===== src/hw/rtl/tsq_pkg.sv =====
package tsq_pkg;

	localparam int SET_SIZE  = 8;
	localparam int POS_WIDTH = 32;
	localparam int CHARS_W   = 64;
	localparam int COUNT_W   = 4;
	localparam int CFG_IDX_W = 3;
	localparam int OUT_POS_W = 32;

	localparam int QDEPTH = 4;
	localparam int QPTR_W = $clog2(QDEPTH);
	localparam int QCNT_W = $clog2(QDEPTH + 1);

	localparam logic [7:0] CH_BACKSLASH = 8'h5C;
	localparam logic [7:0] CH_NEWLINE   = 8'h0A;
	localparam logic [7:0] CH_SPACE     = 8'h20;
	localparam logic [7:0] CH_TAB       = 8'h09;
	localparam logic [7:0] CH_CR        = 8'h0D;

	typedef enum logic [CFG_IDX_W-1:0] {
		REG_SEARCH_MODE   = 3'd0,
		REG_TOKEN_CHARS   = 3'd1,
		REG_TOKEN_COUNT   = 3'd2,
		REG_COMMENT_CHARS = 3'd3,
		REG_COMMENT_COUNT = 3'd4,
		REG_ESCAPE_CHARS  = 3'd5,
		REG_ESCAPE_COUNT  = 3'd6,
		REG_UNUSED        = 3'd7
	} reg_idx_t;

	typedef enum logic [1:0] {
		ST_FOUND      = 2'd0,
		ST_INCOMPLETE = 2'd1,
		ST_OVERFLOW   = 2'd2,
		ST_RSVD       = 2'd3
	} status_t;

	// one classified byte on its way from front to back
	typedef struct packed {
		logic [7:0] data;
		logic       first;
		logic       last;
		logic       esc;     // opens a quote
		logic       cmt;     // comment-start byte
		logic       fin;     // ends the search when checked plainly
		logic       mode;    // token mode at classification time
	} tsq_item_t;

	function automatic logic is_ws(logic [7:0] c);
		return (c == CH_SPACE) || (c >= CH_TAB && c <= CH_CR);
	endfunction

	// entries at or beyond count do not match; counts above SET_SIZE cap naturally
	function automatic logic in_set(logic [CHARS_W-1:0] chars, logic [COUNT_W-1:0] count,
		logic [7:0] c);
		logic hit;
		hit = 1'b0;
		for (int k = 0; k < SET_SIZE; k++) begin
			if ((COUNT_W'(k) < count) && (chars[8*k +: 8] == c)) begin
				hit = 1'b1;
			end
		end
		return hit;
	endfunction

endpackage


===== src/hw/rtl/tsq_front.sv =====
module tsq_front (
	input  logic                          clk,
	input  logic                          arst_n,
	input  logic                          cfg_valid,
	output logic                          cfg_ready,
	input  logic [tsq_pkg::CFG_IDX_W-1:0] cfg_index,
	input  logic [tsq_pkg::CHARS_W-1:0]   cfg_data,
	input  logic                          s_tvalid,
	output logic                          s_tready,
	input  logic [7:0]                    s_tdata,
	input  logic                          s_tlast,
	input  logic                          s_tuser,
	input  logic                          q_full,
	output logic                          push,
	output tsq_pkg::tsq_item_t            push_item
);
	import tsq_pkg::*;

	logic                search_mode_q;
	logic [CHARS_W-1:0]  token_chars_q;
	logic [COUNT_W-1:0]  token_count_q;
	logic [CHARS_W-1:0]  comment_chars_q;
	logic [COUNT_W-1:0]  comment_count_q;
	logic [CHARS_W-1:0]  escape_chars_q;
	logic [COUNT_W-1:0]  escape_count_q;
	logic                tok_hit;

	assign cfg_ready = 1'b1;

	always_ff @(posedge clk or negedge arst_n) begin
		if (!arst_n) begin
			search_mode_q   <= 1'b0;
			token_chars_q   <= '0;
			token_count_q   <= '0;
			comment_chars_q <= '0;
			comment_count_q <= '0;
			escape_chars_q  <= '0;
			escape_count_q  <= '0;
		end else if (cfg_valid) begin
			unique case (reg_idx_t'(cfg_index))
				REG_SEARCH_MODE:   search_mode_q   <= cfg_data[0];
				REG_TOKEN_CHARS:   token_chars_q   <= cfg_data;
				REG_TOKEN_COUNT:   token_count_q   <= cfg_data[COUNT_W-1:0];
				REG_COMMENT_CHARS: comment_chars_q <= cfg_data;
				REG_COMMENT_COUNT: comment_count_q <= cfg_data[COUNT_W-1:0];
				REG_ESCAPE_CHARS:  escape_chars_q  <= cfg_data;
				REG_ESCAPE_COUNT:  escape_count_q  <= cfg_data[COUNT_W-1:0];
				default: ;
			endcase
		end
	end

	assign s_tready = !q_full;
	assign push     = s_tvalid && !q_full;
	assign tok_hit  = in_set(token_chars_q, token_count_q, s_tdata);

	always_comb begin
		push_item.data  = s_tdata;
		push_item.first = s_tuser;
		push_item.last  = s_tlast;
		push_item.esc   = in_set(escape_chars_q, escape_count_q, s_tdata);
		push_item.cmt   = in_set(comment_chars_q, comment_count_q, s_tdata);
		push_item.fin   = search_mode_q ? tok_hit : !is_ws(s_tdata);
		push_item.mode  = search_mode_q;
	end

endmodule


===== src/hw/rtl/tsq_fifo.sv =====
module tsq_fifo (
	input  logic               clk,
	input  logic               arst_n,
	input  logic               push,
	input  tsq_pkg::tsq_item_t push_item,
	output logic               full,
	input  logic               pop,
	output logic               not_empty,
	output tsq_pkg::tsq_item_t pop_item
);
	import tsq_pkg::*;

	tsq_item_t         mem_q [QDEPTH];
	logic [QPTR_W-1:0] wr_ptr_q;
	logic [QPTR_W-1:0] rd_ptr_q;
	logic [QCNT_W-1:0] count_q;
	logic              do_push;
	logic              do_pop;

	assign full      = (count_q == QCNT_W'(QDEPTH));
	assign not_empty = (count_q != '0);
	assign do_push   = push && !full;
	assign do_pop    = pop && not_empty;
	assign pop_item  = mem_q[rd_ptr_q];

	always_ff @(posedge clk) begin
		if (do_push) begin
			mem_q[wr_ptr_q] <= push_item;
		end
	end

	always_ff @(posedge clk or negedge arst_n) begin
		if (!arst_n) begin
			wr_ptr_q <= '0;
			rd_ptr_q <= '0;
			count_q  <= '0;
		end else begin
			if (do_push) begin
				wr_ptr_q <= wr_ptr_q + 1'b1;
			end
			if (do_pop) begin
				rd_ptr_q <= rd_ptr_q + 1'b1;
			end
			if (do_push && !do_pop) begin
				count_q <= count_q + 1'b1;
			end else if (do_pop && !do_push) begin
				count_q <= count_q - 1'b1;
			end
		end
	end

endmodule


===== src/hw/rtl/tsq_back.sv =====
module tsq_back (
	input  logic                  clk,
	input  logic                  arst_n,
	input  logic                  q_valid,
	input  tsq_pkg::tsq_item_t    q_item,
	output logic                  pop,
	output logic                  m_tvalid,
	input  logic                  m_tready,
	output logic [tsq_pkg::OUT_POS_W-1:0] m_tdata,
	output logic [1:0]            m_tuser
);
	import tsq_pkg::*;

	logic                 in_quote_q;
	logic [7:0]           quote_byte_q;
	logic [7:0]           prev_byte_q;
	logic                 in_comment_q;
	logic [POS_WIDTH-1:0] pos_q;
	logic                 done_q;

	logic                 cur_quote;
	logic [7:0]           cur_qbyte;
	logic [7:0]           cur_prev;
	logic                 cur_comment;
	logic [POS_WIDTH-1:0] cur_pos;
	logic                 cur_done;

	logic                 quote_d;
	logic [7:0]           qbyte_d;
	logic [7:0]           prev_d;
	logic                 comment_d;
	logic [POS_WIDTH-1:0] pos_d;
	logic                 done_d;
	logic                 found;
	logic                 res_valid;
	status_t              res_status;
	logic [OUT_POS_W-1:0] res_pos;

	logic                 out_valid_q;
	status_t              out_status_q;
	logic [OUT_POS_W-1:0] out_pos_q;

	assign pop = q_valid && (!out_valid_q || m_tready);

	// a first byte sees the cleared scan state
	always_comb begin
		cur_quote   = q_item.first ? 1'b0     : in_quote_q;
		cur_qbyte   = q_item.first ? 8'h00    : quote_byte_q;
		cur_prev    = q_item.first ? CH_SPACE : prev_byte_q;
		cur_comment = q_item.first ? 1'b0     : in_comment_q;
		cur_pos     = q_item.first ? '0       : pos_q;
		cur_done    = q_item.first ? 1'b0     : done_q;
	end

	always_comb begin
		quote_d    = cur_quote;
		qbyte_d    = cur_qbyte;
		prev_d     = cur_prev;
		comment_d  = cur_comment;
		pos_d      = cur_pos;
		done_d     = cur_done;
		found      = 1'b0;
		res_valid  = 1'b0;
		res_status = ST_FOUND;
		res_pos    = '0;
		if (!cur_done) begin
			if (&cur_pos) begin
				done_d     = 1'b1;
				res_valid  = 1'b1;
				res_status = ST_OVERFLOW;
				res_pos    = OUT_POS_W'(cur_pos);
			end else begin
				pos_d = cur_pos + 1'b1;
				priority if (cur_comment) begin
					if (q_item.data == CH_NEWLINE) begin
						comment_d = 1'b0;
						found     = q_item.fin;
						if (!q_item.fin) begin
							prev_d = q_item.data;
						end
					end
				end else if (cur_quote) begin
					if (q_item.data == cur_qbyte && cur_prev != CH_BACKSLASH) begin
						quote_d = 1'b0;
					end
					prev_d = q_item.data;
				end else if (q_item.esc) begin
					quote_d = 1'b1;
					qbyte_d = q_item.data;
				end else if (q_item.cmt && is_ws(cur_prev)) begin
					if (q_item.mode) begin
						found = 1'b1;
					end else begin
						comment_d = 1'b1;
					end
				end else begin
					found = q_item.fin;
					if (!q_item.fin) begin
						prev_d = q_item.data;
					end
				end
				if (found) begin
					done_d     = 1'b1;
					res_valid  = 1'b1;
					res_status = ST_FOUND;
					res_pos    = OUT_POS_W'(cur_pos);
				end else if (q_item.last) begin
					done_d     = 1'b1;
					res_valid  = 1'b1;
					res_status = ST_INCOMPLETE;
					res_pos    = '0;
				end
			end
		end
	end

	always_ff @(posedge clk or negedge arst_n) begin
		if (!arst_n) begin
			in_quote_q   <= 1'b0;
			quote_byte_q <= 8'h00;
			prev_byte_q  <= CH_SPACE;
			in_comment_q <= 1'b0;
			pos_q        <= '0;
			done_q       <= 1'b0;
			out_valid_q  <= 1'b0;
		end else begin
			if (pop) begin
				in_quote_q   <= quote_d;
				quote_byte_q <= qbyte_d;
				prev_byte_q  <= prev_d;
				in_comment_q <= comment_d;
				pos_q        <= pos_d;
				done_q       <= done_d;
			end
			if (pop && res_valid) begin
				out_valid_q <= 1'b1;
			end else if (m_tready) begin
				out_valid_q <= 1'b0;
			end
		end
	end

	always_ff @(posedge clk) begin
		if (pop && res_valid) begin
			out_status_q <= res_status;
			out_pos_q    <= res_pos;
		end
	end

	assign m_tvalid = out_valid_q;
	assign m_tdata  = out_pos_q;
	assign m_tuser  = out_status_q;

endmodule


===== src/hw/rtl/token_scanner_with_quotes_comments.sv =====
// channel | dir | handshake          | contents
// cfg     | in  | cfg_valid/ready    | cfg_index register number, cfg_data value
// s       | in  | s_tvalid/s_tready  | tdata byte, tuser first_of_search, tlast last_of_data
// m       | out | m_tvalid/m_tready  | tdata position, tuser status
//
// one byte per cycle sustained while the queue has room; a result passes the queue and then the result register
// the front classifies a byte against all three sets in the cycle it is taken
// the back runs quote, comment and position state once per popped byte
// reset clears the registers and scan state at once, no clearing pass
// a 4-entry queue absorbs output stalls; s_tready drops only when it is full
module token_scanner_with_quotes_comments (
	input  logic                          clk,
	input  logic                          arst_n,
	// configuration write channel
	input  logic                          cfg_valid,
	output logic                          cfg_ready,
	input  logic [tsq_pkg::CFG_IDX_W-1:0] cfg_index,
	input  logic [tsq_pkg::CHARS_W-1:0]   cfg_data,
	// byte stream in
	input  logic                          s_tvalid,
	output logic                          s_tready,
	input  logic [7:0]                    s_tdata,   // [7:0] data_byte
	input  logic                          s_tlast,   // last_of_data
	input  logic                          s_tuser,   // [0] first_of_search
	// search result out
	output logic                          m_tvalid,
	input  logic                          m_tready,
	output logic [tsq_pkg::OUT_POS_W-1:0] m_tdata,   // [31:0] position
	output logic [1:0]                    m_tuser    // [1:0] status
);
	import tsq_pkg::*;

	// classified byte handed from front to queue
	logic      push;
	tsq_item_t push_item;
	logic      q_full;

	// queue head seen by the back
	logic      pop;
	logic      q_valid;
	tsq_item_t q_item;

	// front: config registers and set compares
	tsq_front u_front (
		.clk       (clk),
		.arst_n    (arst_n),
		.cfg_valid (cfg_valid),
		.cfg_ready (cfg_ready),
		.cfg_index (cfg_index),
		.cfg_data  (cfg_data),
		.s_tvalid  (s_tvalid),
		.s_tready  (s_tready),
		.s_tdata   (s_tdata),
		.s_tlast   (s_tlast),
		.s_tuser   (s_tuser),
		.q_full    (q_full),
		.push      (push),
		.push_item (push_item)
	);

	// decoupling queue between classification and scan state
	tsq_fifo u_fifo (
		.clk       (clk),
		.arst_n    (arst_n),
		.push      (push),
		.push_item (push_item),
		.full      (q_full),
		.pop       (pop),
		.not_empty (q_valid),
		.pop_item  (q_item)
	);

	// back: quote/comment tracking, position count, result register
	tsq_back u_back (
		.clk      (clk),
		.arst_n   (arst_n),
		.q_valid  (q_valid),
		.q_item   (q_item),
		.pop      (pop),
		.m_tvalid (m_tvalid),
		.m_tready (m_tready),
		.m_tdata  (m_tdata),
		.m_tuser  (m_tuser)
	);

endmodule


===== config.mk =====
export PLATFORM = sky130hd
export DESIGN_NAME = token_scanner_with_quotes_comments
export DESIGN_NICKNAME = d
export VERILOG_FILES = /design/src/hw/rtl/tsq_pkg.sv /design/src/hw/rtl/tsq_front.sv /design/src/hw/rtl/tsq_fifo.sv /design/src/hw/rtl/tsq_back.sv /design/src/hw/rtl/token_scanner_with_quotes_comments.sv
export SDC_FILE = /design/constraint.sdc
export NUM_CORES = 1
export LEC_CHECK = 0
export BUFFER_PORTS_ARGS = -buffer_cell sky130_fd_sc_hd__buf_2
export CAP_MARGIN = 20
export CORE_ASPECT_RATIO = 1.1
export CORE_MARGIN = 4
export CORE_UTILIZATION = 50
export CTS_BUF_LIST = sky130_fd_sc_hd__clkbuf_16
export CTS_CLUSTER_SIZE = 16
export DETAILED_ROUTE_END_ITERATION = 10
export GPL_ROUTABILITY_DRIVEN = 0
export GPL_TIMING_DRIVEN = 0
export PLACE_DENSITY = 0.78
export SLEW_MARGIN = 20
export SYNTH_ARGS = -nofsm -noshare
export SYNTH_HDL_FRONTEND = slang
export SYNTH_SLANG_ARGS = --single-unit

===== constraint.sdc =====
create_clock -name clk -period 4.7 [get_ports clk]
set_clock_uncertainty 0.2 [all_clocks]
set_input_delay 1.175 -clock clk [delete_from_list [all_inputs] [get_ports clk]]
set_output_delay 1.175 -clock clk [all_outputs]
set_load 0.005 [all_outputs]

After elaboration in Yosys (flattened, before gate mapping). Memories as Yosys holds them, arrays and structs flattened. Index checks and enable logic that the tools add are counted.

$add $sub $neg: 5. Magnitude comparators: 28. Equality and inequality tests: 36. Multiplexer cells: 84. Reductions and logical operators: 56.

Operators by type and width (number): $eq A8 B8 Y1 (25); $mux W32 (5); $mux W8 (15); $mux W1 (60); $lt A3 B4 Y1 const A (12); $logic_and A1 B1 Y1 (35); $add A32 B1 Y32 const B (1); $reduce_and A32 Y1 (1); $lt A1 B4 Y1 const A (6); $lt A2 B4 Y1 const A (6); $eq A8 B6 Y1 const B (2); $ge A8 B4 Y1 const B (2); $le A8 B4 Y1 const B (2); $reduce_and A2 Y1 (7); $eq A3 B3 Y1 const B (4); $eq A8 B4 Y1 const B (1); $ne A8 B7 Y1 const B (1); $eq A3 B2 Y1 const B (2); $mux W3 (2); $logic_not A1 Y1 (5); $add A2 B1 Y2 const B (2); $mux W2 (2); $reduce_bool A2 Y1 (2); $add A3 B1 Y3 const B (1); 6 further kinds (8).

Bits in registers: 298. RAM bits: 56. Input port bits: 82. Output and inout bits: 37. Memories kept: 1.

Memories: u_fifo.mem_q (words 4, width 14, rd ports 1, clocked after memory_dff 0, wr ports 1, RTL line tsq_fifo.sv:13) `tsq_item_t mem_q [QDEPTH];`.

Longest topological paths before layout. Gate-level depths: netlist of the first run. An unclocked memory read counts as a cell.

Depth after elaboration: 17. Gate-level depth with buffers: 16. Mapped depth without buffers: 12.

Modules after synthesis. A second synthesis of the first run with hierarchy kept.

Cells, all modules: 1348. Area, all modules: 17297.8 um^2.

By module, submodules not included: tsq_front (times used 1, cells each 775, area each 10196.0 um^2, sequential area each 5129.9 um^2); tsq_back (times used 1, cells each 464, area each 4648.2 um^2, sequential area each 2323.5 um^2); tsq_fifo (times used 1, cells each 109, area each 2453.6 um^2, sequential area each 1856.8 um^2).

Worst setup path after synthesis of the first run. Ideal clock, no wire load.

Path kind: register to register. From: register u_fifo.rd_ptr_q[0]. To: register u_back.out_pos_q[0], in the netlist u_back.m_tdata[0] (enable). Setup time: 0.425 ns. Arrival time: 4.205 ns. Path slack: -0.131 ns. Cell stages (with the launch flop): 14. Path buffers: 4. Clock period less this slack: 4.831 ns. Cells stage by stage: dfrtp_1 > buf_6 > mux4_2 > buf_6 > clkbuf_1 > clkbuf_1 > nor2b_1 > ha_1 > inv_1 > nor3_1 > and4_1 > nand2_1 > nor3b_1 > nor2_1.

Longest elaborated chain between the ends: 16.

Ends and longest elaborated chain: from (decl) (RTL line tsq_fifo.sv:15) `logic [QPTR_W-1:0] rd_ptr_q;`; from (signal assigned) (RTL line tsq_fifo.sv:42) `rd_ptr_q <= rd_ptr_q + 1'b1;`; $mem_v2 Z4 W14 *; $mux W8 (RTL line tsq_back.sv:49) `cur_prev = q_item.first ? CH_SPACE : prev_byte_q;`; $ge A8 B4 Y1 or $le A8 B4 Y1 (tied branches) (RTL line tsq_pkg.sv:50) `return (c == CH_SPACE) || (c >= CH_TAB && c <= CH_CR);`; $logic_and A1 B1 Y1 (RTL line tsq_pkg.sv:50); $logic_or A1 B1 Y1 (RTL line tsq_pkg.sv:50); $logic_and A1 B1 Y1 (RTL line tsq_back.sv:90) `end else if (q_item.cmt && is_ws(cur_prev)) begin`; $mux W1 (RTL line tsq_back.sv:90); $mux W1 (RTL line tsq_back.sv:87) `end else if (q_item.esc) begin`; $mux W1 (RTL line tsq_back.sv:82) `end else if (cur_quote) begin`; $mux W1 (RTL line tsq_back.sv:74) `priority if (cur_comment) begin`; $mux W1 (RTL line tsq_back.sv:67) `if (&cur_pos) begin`; $mux W1 (RTL line tsq_back.sv:66) `if (!cur_done) begin`; $mux W1 (RTL line tsq_back.sv:102) `if (found) begin`; $mux W1 (RTL line tsq_back.sv:67); $mux W1 * (RTL line tsq_back.sv:66); $logic_and A1 B1 Y1 * (RTL line tsq_back.sv:144) `if (pop && res_valid) begin`; to (signal assigned) (RTL line tsq_back.sv:146) `out_pos_q <= res_pos;`; to (decl) (RTL line tsq_back.sv:41) `logic [OUT_POS_W-1:0] out_pos_q;`.

Mark *: on every way between the ends. The rest lies on a longest branch, timed or not. The select of a mux whose other input is x is not followed. A chain may end at the register's enable or synchronous reset.

==> results of run 1 <==
final cells by class:
type	instances	area share
clock inverter	27	0.00708
multi-input combinational	883	0.380
inverter	12	0.00234
antenna	1	0.000130
tap	432	0.0281
clock buffer	37	0.0481
sequential	354	0.483
timing repair buffer	121	0.0366
buffer	63	0.0146
critical path, stage by stage:
cell,delay [ps]
sky130_fd_sc_hd__buf_2,120
sky130_fd_sc_hd__clkbuf_1,810
sky130_fd_sc_hd__clkbuf_1,810
sky130_fd_sc_hd__buf_1,700
sky130_fd_sc_hd__xor2_1,160
sky130_fd_sc_hd__nor3_1,220
sky130_fd_sc_hd__nor3_1,90
sky130_fd_sc_hd__o21ai_0,470
flip-flops by register name, summed over array words and instances, names as in the netlist, 8 cells and up:
signal                   count
u_front.comment_chars_q     64
u_front.escape_chars_q      64
u_front.token_chars_q       64
u_fifo.mem_q                56
u_back.m_tdata              32
u_back.pos_q                32
u_back.prev_byte_q           8
u_back.quote_byte_q          8
worst paths after layout:
| check | startpoint | cells past startpoint | endpoint | slack [ps] |
|---|---|---|---|---|
| min | u_back.done_q$_DFFE_PN0P_ | 2 | u_back.done_q$_DFFE_PN0P_ | 290 |
| min reg2reg | u_back.done_q$_DFFE_PN0P_ | 2 | u_back.done_q$_DFFE_PN0P_ | 290 |
| max in group asynchronous | arst_n | 3 | u_front.token_chars_q[60]$_DFFE_PN0P_ | 2840 |
| max | s_tdata[1] | 8 | u_fifo.mem_q[0][2]$_DFFE_PP_ | 180 |
| min in group asynchronous | arst_n | 1 | u_back.quote_byte_q[4]$_DFFE_PN0P_ | 370 |
| max reg2reg | u_fifo.rd_ptr_q[0]$_DFFE_PN0P_ | 14 | u_back.m_tdata[5]$_SDFFCE_PP0P_ | 300 |
through the flow:
stage                     setup WS [ps]  TNS (ps)  cells  power [mW]  area, sq um
final                               183         0   1930        10.2        19300
after global routing                101         0   1930        10.8        19300
after CTS                           114         0   1929        10.3        19300
after detailed placement           -287     -2470   1865        7.63        18200
after global placement            -2650   -705350   1861        7.42        18100
after floorplan                     436         0   1312        6.59        16900
what timing repair did:
action / CTS / global route
hold endpoints to repair: 0 / 0
endpoints found under the setup margin: 0 / 28
resized for setup: 0 / 4
hold buffers: 0 / 0
kinds of logic after synthesis:
family / synth area share
DFF: 0.550
other: 0.000221
xor gates and xnor gates: 0.114
buffers and inverters: 0.0191
muxes: 0.159
adders and majority gates: 0.00561
and+or+nand+nor: 0.0981
AOI/OAI and AO/OA: 0.0545
placed cells by master, fill, tap and decap left out, types with 5 or more instances in the layout:
cell,instances
sky130_fd_sc_hd__dfrtp_1,263
sky130_fd_sc_hd__mux2_2,208
sky130_fd_sc_hd__xnor2_1,125
sky130_fd_sc_hd__buf_2,117
sky130_fd_sc_hd__xor2_1,96
sky130_fd_sc_hd__edfxtp_1,90
sky130_fd_sc_hd__nand2_1,62
sky130_fd_sc_hd__clkbuf_1,50
sky130_fd_sc_hd__nor2_1,49
sky130_fd_sc_hd__nand4_1,37
sky130_fd_sc_hd__clkbuf_16,37
sky130_fd_sc_hd__o21ai_0,28
sky130_fd_sc_hd__and2_1,27
sky130_fd_sc_hd__inv_1,26
sky130_fd_sc_hd__nor4_1,26
sky130_fd_sc_hd__nor3_1,24
sky130_fd_sc_hd__nand3_1,16
sky130_fd_sc_hd__a21oi_1,15
sky130_fd_sc_hd__mux4_2,14
sky130_fd_sc_hd__a31oi_1,14
sky130_fd_sc_hd__a22o_1,13
sky130_fd_sc_hd__and3_1,8
sky130_fd_sc_hd__nor2b_1,7
sky130_fd_sc_hd__nand2b_1,7
sky130_fd_sc_hd__o21ai_1,7
sky130_fd_sc_hd__a211oi_1,6
sky130_fd_sc_hd__ha_1,6
sky130_fd_sc_hd__o31ai_1,5
sky130_fd_sc_hd__clkinv_1,5
metal layers:
layer,vias up,track usage
li1,5075,-
met1,5731,0.275
met2,340,0.397
met3,100,0.0350
met4,0,0.0878
met5,-,0
power by group:
group	switching, mW	internal (mW)
clock	1.20	1.43
combinational	1.73	1.39
sequential	0.473	4.01
==> flow_metrics.env, run 1 <==
export IMPL_timing_setup_critical_path_class="in2reg"
export IMPL_finalSetupViolations=0
export IMPL_h_tree_depth=2
export IMPL_cts_root_buf="sky130_fd_sc_hd__clkbuf_16"
export IMPL_synth_top_cells_by_count="263 x sky130_fd_sc_hd__dfrtp_1, 208 x sky130_fd_sc_hd__mux2_2, 125 x sky130_fd_sc_hd__xnor2_1"
export IMPL_timing_max_transition_violations_final=0
export IMPL_core_area_sq_mm=0.0334
export IMPL_maximum_number_of_pins_on_one_net_before_global_route_repair=77
export IMPL_fmax_ghz=0.221
export IMPL_yosysTopAreaCellShare=0.388
export IMPL_cts_max_path_buffers=3
export IMPL_tightestPinTransition_ps=1150
export IMPL_drt_vias_per_instance=5.83
export IMPL_highest_signal_layer="met4"
export IMPL_start_util=0.508
export IMPL_drtPass1Iterations=5
export IMPL_portion_of_the_post_synthesis_area_used_by_sequential_elements=0.550
export IMPL_synthesis_area_sq_mm=0.0169
export IMPL_die_height_microns=201
export IMPL_clock_latency_ps=550
export IMPL_crit_path_max_fanout=10
export IMPL_total_clock_sinks=354
export IMPL_holdCritPathClass="reg2reg"
export IMPL_minimum_clock_period_after_layout_ps=4520
export IMPL_synth_area_per_inst_sq_um=12.9
export IMPL_routedLengthMet1_microns=16700
export IMPL_drt_initial_drc_count=735
export IMPL_clk_pin_slew_ps=60
export IMPL_grt_remaining_overflow=0
export IMPL_rows=70
export IMPL_detailroute_via_count=11246
export IMPL_x_dimension_of_the_die_microns=184
export IMPL_detail_route_wirelength_microns=41800
export IMPL_ys_async_sr_fraction=0.746
export IMPL_critical_path_startpoint_type="input pin"
export IMPL_grt_first_pass_wirelength_microns=65400
export IMPL_dr_wl_met3_microns=1950
export IMPL_synth_enable_flop_cells=90
export IMPL_yosys_cell_count_top_type="sky130_fd_sc_hd__dfrtp_1"
export IMPL_irDropWorstVdd_mv=0.388
export IMPL_data_required_time_at_the_worst_endpoint_ps=4750
export IMPL_worstSetupEndpointType="register"
export IMPL_route_met2_wl_microns=21400
export IMPL_finalCritPeriodShare=0.961
export IMPL_synth_yosys_warnings=0
export IMPL_drc=0
export IMPL_areaGrowthSynthToFinish_pct=13.7
export IMPL_num_nets_final=1561
export IMPL_die_area_sq_mm=0.0369
export IMPL_outcome="finished, final reports clean"
export IMPL_final_layout_size_suffix_gt1_frac=0.278
export IMPL_grt_pass1_vias=11818
export IMPL_grt_antenna_before_repair=1
export IMPL_multi_input_gate_area_in_the_final_layout_sq_mm=0.00732
export IMPL_synth_area_top_cells="sky130_fd_sc_hd__dfrtp_1 39%, sky130_fd_sc_hd__edfxtp_1 16%, sky130_fd_sc_hd__mux2_2 14%"
export IMPL_timing_final_hold_violations=0
export IMPL_static_leakage_power_nw=7.73
export IMPL_portBuffers=117
export IMPL_critical_path_arrival_ps=4570
export IMPL_postCtsSetupRepairBufs=0
export IMPL_yosysUniqueCellTypes=78
export IMPL_tritoncts_clock_tree="built"
export IMPL_post_synth_top_area_cell="sky130_fd_sc_hd__dfrtp_1"
export IMPL_unrepaired_setup_endpoints_after_global_routing="false"
export IMPL_antenna_left=0
export IMPL_worst_hold_slack_ps=288
export IMPL_mappedNetlistNets=1401
export IMPL_dp_hpwl_microns=29500
export IMPL_fillCellCount=2637
export IMPL_seqCellArea_sq_mm=0.00931
export IMPL_grt_util_all_layers=0.224
export IMPL_ios=119
export IMPL_maxCapViolCount=0
export IMPL_synth_seq_cells=354
export IMPL_numCtsBuffers=37
export IMPL_final_core_util=0.577
export IMPL_dominantRegCellSynth="sky130_fd_sc_hd__dfrtp_1"
export IMPL_syn_instance_count=1312
export IMPL_drt_wirelength_per_cell_microns=21.6
export IMPL_slew_headroom=0.235
export IMPL_power_density_mw_per_mm2=531
No activity file was read; power rests on OpenSTA's default activity.
==> inputs of run 2 (changes only) <==
--- a/config.mk
+++ b/config.mk
@@ -10,13 +10,12 @@
 export CORE_ASPECT_RATIO = 1.1
 export CORE_MARGIN = 4
 export CORE_UTILIZATION = 50
-export CTS_BUF_LIST = sky130_fd_sc_hd__clkbuf_16
+export CTS_BUF_LIST = sky130_fd_sc_hd__clkbuf_4 sky130_fd_sc_hd__clkbuf_8
 export CTS_CLUSTER_SIZE = 16
 export DETAILED_ROUTE_END_ITERATION = 10
 export GPL_ROUTABILITY_DRIVEN = 0
 export GPL_TIMING_DRIVEN = 0
 export PLACE_DENSITY = 0.78
-export SLEW_MARGIN = 20
 export SYNTH_ARGS = -nofsm -noshare
 export SYNTH_HDL_FRONTEND = slang
 export SYNTH_SLANG_ARGS = --single-unit
==> run 2 against run 1 <==
Worst setup slack better by 22 ps. Sequential power about the same. Sequential cell count stayed put. Cell count up 2.1%. Final area increased by 0.92%. Non-clock buffer count up 1. Critical path depth is the same. Die area unchanged. Global-route usage is 0.082 points higher. Largest power group unchanged.
==> flow_metrics.env, run 2 (same netlist as run 1, synthesis figures left out) <==
export IMPL_data_required_time_at_the_worst_endpoint_ps=4810
export IMPL_grt_pass1_vias=11964
export IMPL_multi_input_gate_area_in_the_final_layout_sq_mm=0.00733
export IMPL_timing_critical_path_buf_inv=4
export IMPL_portBuffers=117
export IMPL_irDropWorstVdd_mv=0.326
export IMPL_tightestPinTransition_ps=1150
export IMPL_ios=119
export IMPL_crit_path_max_fanout=10
export IMPL_start_util=0.508
export IMPL_rrSetupSlack_ps=270
export IMPL_setup_tns_final_ps=0
export IMPL_grt_first_pass_wirelength_microns=65900
export IMPL_postPlaceCellArea_sq_mm=0.0181
export IMPL_total_clock_sinks=354
export IMPL_clk_pin_slew_ps=60
export IMPL_grt_remaining_overflow=0
export IMPL_finalSetupViolations=0
export IMPL_antenna_left=0
export IMPL_maxCapViolCount=0
export IMPL_slew_headroom=0.233
export IMPL_worstSetupEndpointType="register"
export IMPL_maximum_number_of_pins_on_one_net_before_global_route_repair=123
export IMPL_num_nets_final=1582
export IMPL_drc=0
export IMPL_timing_setup_critical_path_class="in2reg"
export IMPL_rows=70
export IMPL_timing_max_transition_violations_final=0
export IMPL_cts_max_path_buffers=3
export IMPL_drtPass1Iterations=6
export IMPL_critical_path_arrival_ps=4610
export IMPL_outcome="finished, final reports clean"
export IMPL_timing_final_hold_violations=0
export IMPL_cts_hold_buffers=0
export IMPL_x_dimension_of_the_die_microns=184
export IMPL_detail_route_wirelength_microns=42400
export IMPL_h_tree_depth=2
export IMPL_die_area_sq_mm=0.0369
export IMPL_leading_cell_types_in_the_layout_fill_and_taps_excluded="263 x sky130_fd_sc_hd__dfrtp_1, 208 x sky130_fd_sc_hd__mux2_2, 125 x sky130_fd_sc_hd__xnor2_1, 117 x sky130_fd_sc_hd__buf_2, 96 x sky130_fd_sc_hd__xor2_1"
export IMPL_drt_vias_per_instance=5.85
export IMPL_cts_root_buf="sky130_fd_sc_hd__clkbuf_8"
export IMPL_tritoncts_clock_tree="built"
export IMPL_clock_latency_ps=620
export IMPL_power_density_mw_per_mm2=544
export IMPL_die_height_microns=201
export IMPL_drt_wirelength_per_cell_microns=21.5
export IMPL_static_leakage_power_nw=7.80
export IMPL_fmax_ghz=0.222
export IMPL_finalCritPeriodShare=0.956
export IMPL_final_common_cell="sky130_fd_sc_hd__dfrtp_1"
export IMPL_critical_path_startpoint_type="input pin"
export IMPL_grt_util_all_layers=0.225
export IMPL_detailroute_via_count=11535
export IMPL_minimum_clock_period_after_layout_ps=4490
export IMPL_fillCellCount=2645
export IMPL_seqCellArea_sq_mm=0.00931
export IMPL_numCtsBuffers=56
export IMPL_core_area_sq_mm=0.0334
export IMPL_critical_path_top_delay_family="buffers and inverters"
export IMPL_critical_path_cell_sequence="buf_2 > clkbuf_1 > clkbuf_1 > buf_1 > xor2_1 > nor3_1 > nor3_1 > o21ai_0"
export IMPL_slowest_stage="sky130_fd_sc_hd__clkbuf_1"
export IMPL_areaGrowthSynthToFinish_pct=14.8
export IMPL_holdCritPathClass="reg2reg"
export IMPL_unrepaired_setup_endpoints_after_global_routing="false"
export IMPL_dp_hpwl_microns=29200
export IMPL_grt_antenna_before_repair=2
export IMPL_final_layout_size_suffix_gt1_frac=0.301
export IMPL_critical_path_max_stage_delay_ps=820
export IMPL_largest_registers="u_front.comment_chars_q (64), u_front.escape_chars_q (64), u_front.token_chars_q (64)"
export IMPL_finish_instance_area_sq_mm=0.0194
export IMPL_drt_initial_drc_count=813
## run 2: changes by cell type in the layout (fill, tap and decap cells not counted), moves of 5 or more
cell	previous run	this run
sky130_fd_sc_hd__clkbuf_16	37	0
sky130_fd_sc_hd__clkbuf_8	0	61
sky130_fd_sc_hd__clkinv_1	5	10
sky130_fd_sc_hd__clkbuf_4	0	17
sky130_fd_sc_hd__inv_1	26	12
sky130_fd_sc_hd__bufinv_16	0	6
## run 2: path summary, 6_finish.rpt
path                                                start                                     to  depth (start not counted)
setup / recovery                               s_tdata[1]           u_fifo.mem_q[2][2]$_DFFE_PP_                          8
hold / removal                  u_back.done_q$_DFFE_PN0P_              u_back.done_q$_DFFE_PN0P_                          2
setup reg to reg           u_fifo.rd_ptr_q[1]$_DFFE_PN0P_     u_back.quote_byte_q[1]$_DFFE_PN0P_                         15
hold reg to reg                 u_back.done_q$_DFFE_PN0P_              u_back.done_q$_DFFE_PN0P_                          2
max in group asynchronous                          arst_n  u_front.token_chars_q[30]$_DFFE_PN0P_                          3
min in group asynchronous                          arst_n     u_back.quote_byte_q[4]$_DFFE_PN0P_                          1
## run 2: cell type report
class / count / area share
Buffer: 63 / 0.0144
Clock inverter: 25 / 0.0144
Antenna cell: 2 / 0.000257
Tap cell: 432 / 0.0278
Multi-Input combinational cell: 884 / 0.377
Timing Repair Buffer: 122 / 0.0359
Sequential cell: 354 / 0.479
Inverter: 12 / 0.00232
Clock buffer: 77 / 0.0494
## run 2: layer usage
metal  wire (microns)  part of all wire  GRT usage
met4             1740             0.041     0.0963
met1            16500              0.39      0.278
met2            21500              0.51      0.391
met5               14           0.00033          0
met3             2560             0.060     0.0362
## run 2: metrics by stage
| step | hold slack, ps | worst slack [ps] | total power, mW | utilization | instances |
|---|---|---|---|---|---|
| after floorplan | 250 | 436 | 6.59 | - | 1312 |
| after CTS | 291 | 144 | 10.5 | 0.581 | 1966 |
| after detailed placement | 277 | -291 | 7.58 | 0.544 | 1863 |
| final | 291 | 205 | 10.6 | 0.583 | 1971 |
| after global placement | 265 | -2650 | 7.42 | 0.542 | 1861 |
| after global routing | 314 | 17.3 | 11.1 | 0.583 | 1970 |
## run 2: where the power goes
| part | switching (mW) | total, mW | internal, mW |
|---|---|---|---|
| Sequential | 0.475 | 4.48 | 4.00 |
| Clock | 1.24 | 2.89 | 1.66 |
| Combinational | 1.78 | 3.19 | 1.41 |
| Total | 3.49 | 10.6 | 7.07 |
## run 2: timing repair
action,CTS,global route
cloned,1,0
setup endpoints to repair,34,38
pin swaps,0,2
setup buffers,0,2
endpoints found under the hold margin,0,0
resized for setup,1,2
## run 2: worst register-to-register path, delay by kind of cell, from the launching register on
family                   cells  cell delay (ps)
buffers and inverters        6             1370
AND/OR/NAND/NOR              4             1000
AO/OA/AOI/OAI                2              640
multiplexers                 2              520
flip-flops                   1              320
adder cells (fa/ha/maj)      1              270
==> inputs of run 3 (changes only) <==
--- a/config.mk
+++ b/config.mk
@@ -10,7 +10,7 @@
 export CORE_ASPECT_RATIO = 1.1
 export CORE_MARGIN = 4
 export CORE_UTILIZATION = 50
-export CTS_BUF_LIST = sky130_fd_sc_hd__clkbuf_4 sky130_fd_sc_hd__clkbuf_8
+export CTS_BUF_LIST = sky130_fd_sc_hd__clkbuf_4
 export CTS_CLUSTER_SIZE = 16
 export DETAILED_ROUTE_END_ITERATION = 10
 export GPL_ROUTABILITY_DRIVEN = 0
==> run 3 against run 2 <==
Core utilization down 0.17 points. Worst hold slack worse by 140 ps. Critical endpoint is now u_back.m_tdata[14]$_SDFFCE_PP0P_. Clock power down 6.9%. Highest routed layer is now met4. Largest power group unchanged. Via count up 1.1%. Fmax down 0.25%.
==> flow_metrics.env, run 3 (same netlist as run 1, synthesis figures left out) <==
export IMPL_rrSetupSlack_ps=190
export IMPL_areaGrowthSynthToFinish_pct=14.4
export IMPL_grt_pass1_vias=12270
export IMPL_critical_path_startpoint_type="register"
export IMPL_static_leakage_power_nw=7.86
export IMPL_h_tree_depth=3
export IMPL_grt_met1_usage=0.270
export IMPL_cts_max_path_buffers=3
export IMPL_x_dimension_of_the_die_microns=184
export IMPL_rr_startpoint="u_fifo.rd_ptr_q[1]$_DFFE_PN0P_"
export IMPL_detailroute_via_count=11665
export IMPL_critical_path_cell_sequence="buf_2 > buf_4 > mux2i_1 > mux2_2 > buf_1 > nand2_1 > inv_1 > ha_1 > inv_1 > nor3_1 > and4_1 > nand2_1 > nor3b_2 > nor2_4"
export IMPL_ios=119
export IMPL_critical_path_arrival_ps=4680
export IMPL_crit_path_max_fanout=17
export IMPL_dp_hpwl_microns=29200
export IMPL_final_common_cell="sky130_fd_sc_hd__dfrtp_1"
export IMPL_irDropWorstVdd_mv=0.279
export IMPL_critical_path_top_delay_family="simple AND/OR/NAND/NOR gates"
export IMPL_antenna_left=0
export IMPL_slowest_stage="sky130_fd_sc_hd__buf_1"
export IMPL_die_area_sq_mm=0.0369
export IMPL_clock_latency_ps=760
export IMPL_tritoncts_clock_tree="built"
export IMPL_slew_headroom=0.237
export IMPL_power_density_mw_per_mm2=532
export IMPL_num_nets_final=1615
export IMPL_clk_pin_slew_ps=70
export IMPL_tightestPinTransition_ps=1150
export IMPL_maxCapViolCount=0
export IMPL_critical_path_max_stage_delay_ps=470
export IMPL_timing_max_transition_violations_final=0
export IMPL_portBuffers=117
export IMPL_drt_wirelength_per_cell_microns=20.7
export IMPL_grt_util_met3=0.0506
export IMPL_grt_antenna_before_repair=3
export IMPL_die_height_microns=201
export IMPL_final_core_util=0.581
export IMPL_detail_route_wirelength_microns=42000
export IMPL_timing_critical_path_buf_inv=5
export IMPL_grt_first_pass_wirelength_microns=65900
export IMPL_drt_initial_drc_count=752
export IMPL_finalCritPeriodShare=0.959
export IMPL_grt_util_all_layers=0.227
export IMPL_maximum_number_of_pins_on_one_net_before_global_route_repair=123
export IMPL_core_area_sq_mm=0.0334
export IMPL_finalSetupViolations=0
export IMPL_busiest_layer="met2"
export IMPL_start_util=0.508
export IMPL_drtPass1Iterations=5
export IMPL_leading_cell_types_in_the_layout_fill_and_taps_excluded="263 x sky130_fd_sc_hd__dfrtp_1, 208 x sky130_fd_sc_hd__mux2_2, 137 x sky130_fd_sc_hd__clkbuf_4, 125 x sky130_fd_sc_hd__xnor2_1, 117 x sky130_fd_sc_hd__buf_2"
export IMPL_total_clock_sinks=354
export IMPL_fmax_ghz=0.222
export IMPL_unrepaired_setup_endpoints_after_global_routing="false"
export IMPL_grt_remaining_overflow=0
export IMPL_cts_root_buf="sky130_fd_sc_hd__clkbuf_4"
export IMPL_largest_registers="u_front.comment_chars_q (64), u_front.escape_chars_q (64), u_front.token_chars_q (64)"
export IMPL_outcome="finished, final reports clean"
export IMPL_r2r_end="u_back.m_tdata[14]$_SDFFCE_PP0P_"
export IMPL_timing_final_hold_violations=0
export IMPL_data_required_time_at_the_worst_endpoint_ps=4880
export IMPL_final_layout_size_suffix_gt1_frac=0.323
export IMPL_minimum_clock_period_after_layout_ps=4510
export IMPL_finish_instance_area_sq_mm=0.0194
export IMPL_r2r_worst_path_cells=14
export IMPL_rows=70
export IMPL_drt_vias_per_instance=5.75
export IMPL_holdCritPathClass="in2async"
export IMPL_drc=0
export IMPL_worstSetupEndpointType="register"
export IMPL_postPlaceCellArea_sq_mm=0.0181
export IMPL_grt_use_met2=0.381
export IMPL_timing_setup_critical_path_class="reg2reg"
export IMPL_numCtsBuffers=89
## run 3: cell types whose count changed in the layout (fill, tap and decap cells not counted), moves of 3 or more
cell / before / now
sky130_fd_sc_hd__clkinv_1: 10 / 17
sky130_fd_sc_hd__clkinv_4: 0 / 3
sky130_fd_sc_hd__clkbuf_4: 17 / 137
sky130_fd_sc_hd__bufinv_16: 6 / 2
sky130_fd_sc_hd__clkinv_2: 6 / 1
sky130_fd_sc_hd__clkbuf_8: 61 / 0
## run 3: power breakdown
part / switching, mW / total [mW] / leakage [nW] / internal (mW)
sequential: 0.468 / 4.47 / 4.09 / 4.00
combinational: 1.76 / 3.15 / 3.07 / 1.39
clock: 1.26 / 2.69 / 0.701 / 1.43
total: 3.48 / 10.3 / 7.86 / 6.82
## run 3: area by class of cell
| cell class | instances | area [sq um] |
|---|---|---|
| tap | 432 | 541 |
| sequential | 354 | 9310 |
| fill | 2673 | 14000 |
| clock buffer | 136 | 1020 |
| antenna | 3 | 7.51 |
| inverter | 12 | 45.0 |
| timing repair buffer | 122 | 693 |
| multi-input combinational | 884 | 7330 |
| clock inverter | 24 | 159 |
| buffer | 63 | 280 |
## run 3: worst reg2reg max path, delay by kind of cell (launching register included)
family        cells  cell delay (ps)
simple gates      6             1670
mux               2              480
flops             1              320
fa+ha+maj         1              260
buf+inv           5             1190
## run 3: stage by stage
step	setup slack [ps]	TNS [ps]	power (mW)	hold slack (ps)	cells
global route	15.0	0	10.9	153	2030
finish	194	0	10.3	155	2030
CTS	44.3	0	10.3	132	2024
global placement	-2650	-705350	7.42	265	1861
detailed placement	-291	-4240	7.58	277	1863
floorplan	436	0	6.59	250	1312
## run 3: worst max-delay path by stage
stage | startpoint | to | slack [ps] | depth (start not counted)
6_report | u_fifo.rd_ptr_q[1]$_DFFE_PN0P_ | u_back.m_tdata[14]$_SDFFCE_PP0P_ | 190 | 14
5_1_grt | u_fifo.rd_ptr_q[1]$_DFFE_PN0P_ | u_back.m_tdata[14]$_SDFFCE_PP0P_ | 10 | 14
4_1_cts | u_fifo.rd_ptr_q[0]$_DFFE_PN0P_ | u_back.m_tdata[3]$_SDFFCE_PP0P_ | 40 | 13
3_5_place_dp | s_tdata[1] | u_fifo.mem_q[1][2]$_DFFE_PP_ | -290 | 8
3_3_place_gp | arst_n | u_front.escape_chars_q[25]$_DFFE_PN0P_ | -2650 | 1
2_1_floorplan | u_fifo.rd_ptr_q[0]$_DFFE_PN0P_ | u_back.m_tdata[0]$_SDFFCE_PP0P_ | 440 | 13
## run 3: timing repair
item,4_1_cts,5_1_grt
gates resized for setup,1,4
setup buffers,0,1
pin swaps,1,1
hold buffers,0,0
endpoints found under the setup margin,34,39
gates cloned,1,0
## run 3: per-layer routing
layer,vias to the layer above,share of wire,wire [microns]
met2,449,0.50,20900
met5,-,0,0
met3,154,0.062,2590
met1,5818,0.39,16400
met4,0,0.050,2100
li1,5244,-,-
